$ cat config.mk
export PLATFORM = sky130hd
export DESIGN_NAME = imbs_ctrl
export DESIGN_NICKNAME = d
export VERILOG_FILES = /design/src/hw/rtl/imbs_pkg.sv /design/src/hw/rtl/imbs_ctrl.sv
export SDC_FILE = /design/constraint.sdc
export NUM_CORES = 1
export LEC_CHECK = 0
export CELL_PAD_IN_SITES_DETAIL_PLACEMENT = 1
export CELL_PAD_IN_SITES_GLOBAL_PLACEMENT = 2
export CORE_AREA = 2 2 39 41
export DETAILED_ROUTE_END_ITERATION = 7
export DIE_AREA = 0 0 41 43
export DONT_BUFFER_PORTS = 1
export HOLD_SLACK_MARGIN = 0.08
export PLACE_DENSITY_LB_ADDON = 0.12
export RECOVER_POWER = 25
export SLEW_MARGIN = 20
export SYNTH_ARGS = -nofsm -noshare
export SYNTH_HDL_FRONTEND = slang
export SYNTH_SLANG_ARGS = --single-unit
$ cat constraint.sdc
create_clock -name clk -period 4 [get_ports clk]
set_clock_uncertainty 0.1 [all_clocks]
set_input_delay 0.8 -clock clk [delete_from_list [all_inputs] [get_ports clk]]
set_output_delay 0.8 -clock clk [all_outputs]
set_load 0.01 [all_outputs]
$ cat src/hw/rtl/imbs_pkg.sv
// shared types and constants for the incidence matrix boolean search block
package imbs_pkg;

    localparam int CMD_W   = 1;
    localparam int TERM_W  = 8;
    localparam int DOC_W   = 6;
    localparam int COUNT_W = 7;

    localparam logic [CMD_W-1:0] CMD_SET   = 1'b0;
    localparam logic [CMD_W-1:0] CMD_QUERY = 1'b1;

    localparam logic [COUNT_W-1:0] DOC_COUNT_RESET = 7'd64;

    typedef enum logic [1:0] {
        ST_CLEAR,
        ST_IDLE,
        ST_EXEC,
        ST_EMIT
    } state_t;

    typedef struct packed {
        logic clear;
        logic load;
        logic exec;
        logic emit;
    } ctrl_cmd_t;

    typedef struct packed {
        logic clear_done;
        logic start_emit;
        logic out_free;
        logic final_result;
    } ctrl_sts_t;

endpackage

$ cat src/hw/rtl/imbs_ctrl.sv
// controller state machine: clearing pass, item execution, result list
module imbs_ctrl (
    input  logic                clk,
    input  logic                rst_n,
    input  logic                in_valid,
    output logic                in_ready,
    input  imbs_pkg::ctrl_sts_t sts,
    output imbs_pkg::ctrl_cmd_t cmd
);
    import imbs_pkg::*;

    state_t state_reg;
    state_t state_next;

    always_ff @(posedge clk or negedge rst_n)
    begin
        if (!rst_n)
        begin
            state_reg <= ST_CLEAR;
        end
        else
        begin
            state_reg <= state_next;
        end
    end

    always_comb
    begin
        state_next = state_reg;
        unique case (state_reg)
            ST_CLEAR:
            begin
                if (sts.clear_done)
                begin
                    state_next = ST_IDLE;
                end
            end
            ST_IDLE:
            begin
                if (in_valid)
                begin
                    state_next = ST_EXEC;
                end
            end
            ST_EXEC:
            begin
                state_next = sts.start_emit ? ST_EMIT : ST_IDLE;
            end
            ST_EMIT:
            begin
                if (sts.out_free && sts.final_result)
                begin
                    state_next = ST_IDLE;
                end
            end
            default:
            begin
                state_next = ST_CLEAR;
            end
        endcase
    end

    always_comb
    begin
        in_ready  = 1'b0;
        cmd       = '0;
        unique case (state_reg)
            ST_CLEAR:
            begin
                cmd.clear = 1'b1;
            end
            ST_IDLE:
            begin
                in_ready = 1'b1;
                cmd.load = in_valid;
            end
            ST_EXEC:
            begin
                cmd.exec = 1'b1;
            end
            ST_EMIT:
            begin
                cmd.emit = sts.out_free;
            end
            default:
            begin
                cmd = '0;
            end
        endcase
    end

endmodule

# After elaboration in Yosys (flattened, before gate mapping)

Index checks and enable logic that the tools add are counted.

Register bits: 2
Bits of input ports: 7
Word-level logic and storage cells: 20

Equality and inequality tests: 6
Mux-type cells: 10
Reductions and logical operators: 3

Operator list:

| kind               | count |
|---|---|
| $mux 2             | 4 |
| $pmux 2 s4         | 1 |
| $ne 2x2->1 const B | 3 |
| $mux 1             | 5 |
| $eq 2x2->1 const B | 2 |
| $reduce_and 3->1   | 1 |
| $eq 2x1->1 const B | 1 |
| $logic_not 2->1    | 1 |
| $logic_and 1x1->1  | 1 |

# Depth between registers and ports, before layout

Depth in word-level cells: 3
Mapped depth: 5

# Least setup slack after synthesis

No wires, ideal clock.

Kind: input port to output port
Start: in sts[1] in the netlist's numbering
End: out cmd[0] in the netlist's numbering
Data arrival time: 0.965 ns
Data required time: 3.100 ns
Setup slack: 2.135 ns
Stages: 1
Cells stage by stage: and2_1

Word-level cells in the longest chain between the ends: 1

Ends and longest elaborated chain:

| what            | RTL line        | RTL |
|---|---|---|
| start, declared | imbs_ctrl.sv:7  | `input imbs_pkg::ctrl_sts_t sts,` |
| $mux 1          | imbs_ctrl.sv:67 | `unique case (state_reg)` |
| end, declared   | imbs_ctrl.sv:8  | `output imbs_pkg::ctrl_cmd_t cmd` |

Every way passes these cells.

==> flow_summary.toml <==
[sta]
fin_crit_sh_pct = 51.0
finalMaxSlewViolations = 0
worstMarginPinSlew_ns = 0.524
max_freq_ghz = 0.490
setup_viol = 0
hold_viol_final = 0
rsz_0062_raised_after_global_routing = "no"
tns_ns = 0
setup_ws_ns = 1.96
period_needed_ns = 2.04
maxSlewHeadroom_pct = 65.1

[synth]
synthesis.instances = 19
main_area_contributors_after_synthesis = "ha_1 (34%), dfrtp_1 (27%), mux2i_1 (11%), inv_1 (8.1%), and2_1 (6.8%)"
synth_largest_area_cell = "ha_1"
synth-seq-cells = 2
synth_area_per_cell_sq_um = 9.75
synth_nets = 31
synthDistinctLibCells = 8
mappedNetlistArea_sq_um = 185
ys.warnings.count = 0
ys_seq_area_share_pct = 27.0
synth_top_area_share_pct = 33.8

[drt]
drc = 0
drt-pass1-iter-count = 4
route.met2.wl_um = 224
routed_wl_um = 432
drt-wirelength-per-cell_um = 11.4
topRoutingLayerUsed = "met3"
dr_total_vias = 145
postRouteAntennaNets = 0
detail_route.wirelength.met1_um = 156
route.met3.wl_um = 51
drt_first_iter_violations = 5
vias_per_cell = 3.82

[place]
post-place-cells = 35
post-place-ws_ns = 2.13
hpwlAfterDp_um = 361
gp_routability_congestion = 0.615
port_buffers = 0

[floorplanning]
die_h_um = 43
std_cell_rows = 14
total_die_area_sq_mm = 0.00176
initial_core_util_pct = 13.4
io_pins = 12
core-area_sq_mm = 0.00138
die_width_um = 41

[cells_and_area]
finish.net_count = 36
largest_register_ffs = 2
final-instance-count-excl-fill = 38
layout-drive-gt1-share_pct = 13.6
area_delta_synth_final_pct = 23.0
antennaDiodeCount = 0

[global_route]
grt_util_all_layers_pct = 6.12
grt_antenna_before_repair = 0
overflow = 0
grt_max_degree = 5
first_global_vias = 159
grt_first_pass_wirelength_um = 634

[clock_tree]
htreeDepth = 1
numCtsBuffers = 3
clock_latency_ns = 0.22
clk_root_buffer_cell = "clkbuf_4"
cts.sink_count = 2
cts_hold_repair.buffers = 0
post-cts-setup-buffer-count = 0
tritoncts = "done"
clkSlewWorstSetupHoldPaths_ns = 0.03
cts.repair.resized = 0
clk_path_buf_depth = 2

[job]
max_cap_viol_count = 0

[run_status]
outcome = "complete, no violations"

[power]
worst_ir_drop_vdd_mv = 0.107
total_leakage_power_nw = 0.129
p_per_area_mw_per_mm2 = 778
total_power_mw = 0.177

[worst_setup_path]
path_cells = "inv_1 > ha_1 > and2_1"
worst-path-max-fanout = 4
cp.required_ns = 3.10
r2r-start = "state_reg[0]"
timing.critical_path.from = "state_reg[1]"
r2r.worst_path.cells = 4
crit_path_max_incr_delay_ns = 0.39
cp-start-kind = "register"
timing.rr.end = "state_reg[1]"
arrival_ns = 1.14
cp-end-kind = "output port"
timing.critical_path.slowest_stage_cell = "dfrtp_1"
worst-setup-path-type = "reg2out"
regToRegSetupSlack_ns = 2.27

[worst_hold_path]
class_of_the_tightest_hold_or_removal_check = "in2async"
through the flow:
| stage | hold WS [ns] | area (sq um) | utilization, % |
|---|---|---|---|
| CTS | 0.160 | 228 | 16.5 |
| global placement | 0.404 | 205 | 14.8 |
| floorplan | 0.404 | 185 | - |
| global route | 0.151 | 228 | 16.5 |
| detailed placement | 0.404 | 205 | 14.8 |
| finish | 0.173 | 228 | 16.5 |
kinds of logic after synthesis:
logic type	Yosys count	synth area share [%]
multiplexers	2	10.8
flip-flops	2	27.0
buffers and inverters	4	8.11
AND/OR/NAND/NOR	4	10.8
AO/OA/AOI/OAI	2	9.46
adder cells (fa/ha/maj)	5	33.8
layout by cell type, fill, tap and decap left out:
cell / n
a21o_1: 1
mux2i_1: 2
dfrtp_1: 2
clkbuf_4: 3
ha_1: 5
inv_1: 4
nand2_1: 2
a222oi_1: 1
and2_1: 2
cell type report:
class                           instances  area (sq um)
Clock buffer                            3          22.5
Tap cell                               16          20.0
Sequential cell                         2          50.0
Fill cell                             168          1160
Inverter                                4          15.0
Multi-Input combinational cell         13           120
routing by layer:
layer  vias to the layer above  global-route usage (%)
met5                         -                       0
met4                         0                    8.00
met3                         0                    3.14
met2                         8                    8.75
met1                        69                    4.81
li1                         68                       -
report_power, final:
part | switching (mW) | internal (mW)
combinational | 0.0538 | 0.0393
clock | 0.0110 | 0.0331
sequential | 0.00976 | 0.0304
total | 0.0745 | 0.103
how the worst max path moves through the flow:
stage              to  cells past startpoint
2_1_floorplan  cmd[0]                      1
3_3_place_gp   cmd[0]                      1
3_5_place_dp   cmd[0]                      1
4_1_cts        cmd[2]                      3
5_1_grt        cmd[2]                      3
6_report       cmd[2]                      3
worst max-delay path, delay by kind of cell (launching register included):
family | cells | cell delay [ns]
adder cells (fa/ha/maj) | 1 | 0.21
flip-flops | 1 | 0.39
buffers and inverters | 1 | 0.13
AND/OR/NAND/NOR | 1 | 0.19
synthesized netlist by cell type:
| cell type | count |
|---|---|
| dfrtp_1 | 2 |
| a21o_1 | 1 |
| nand2_1 | 2 |
| mux2i_1 | 2 |
| and2_1 | 2 |
| a222oi_1 | 1 |
| inv_1 | 4 |
| ha_1 | 5 |
Power figures use the tool's default switching activity.
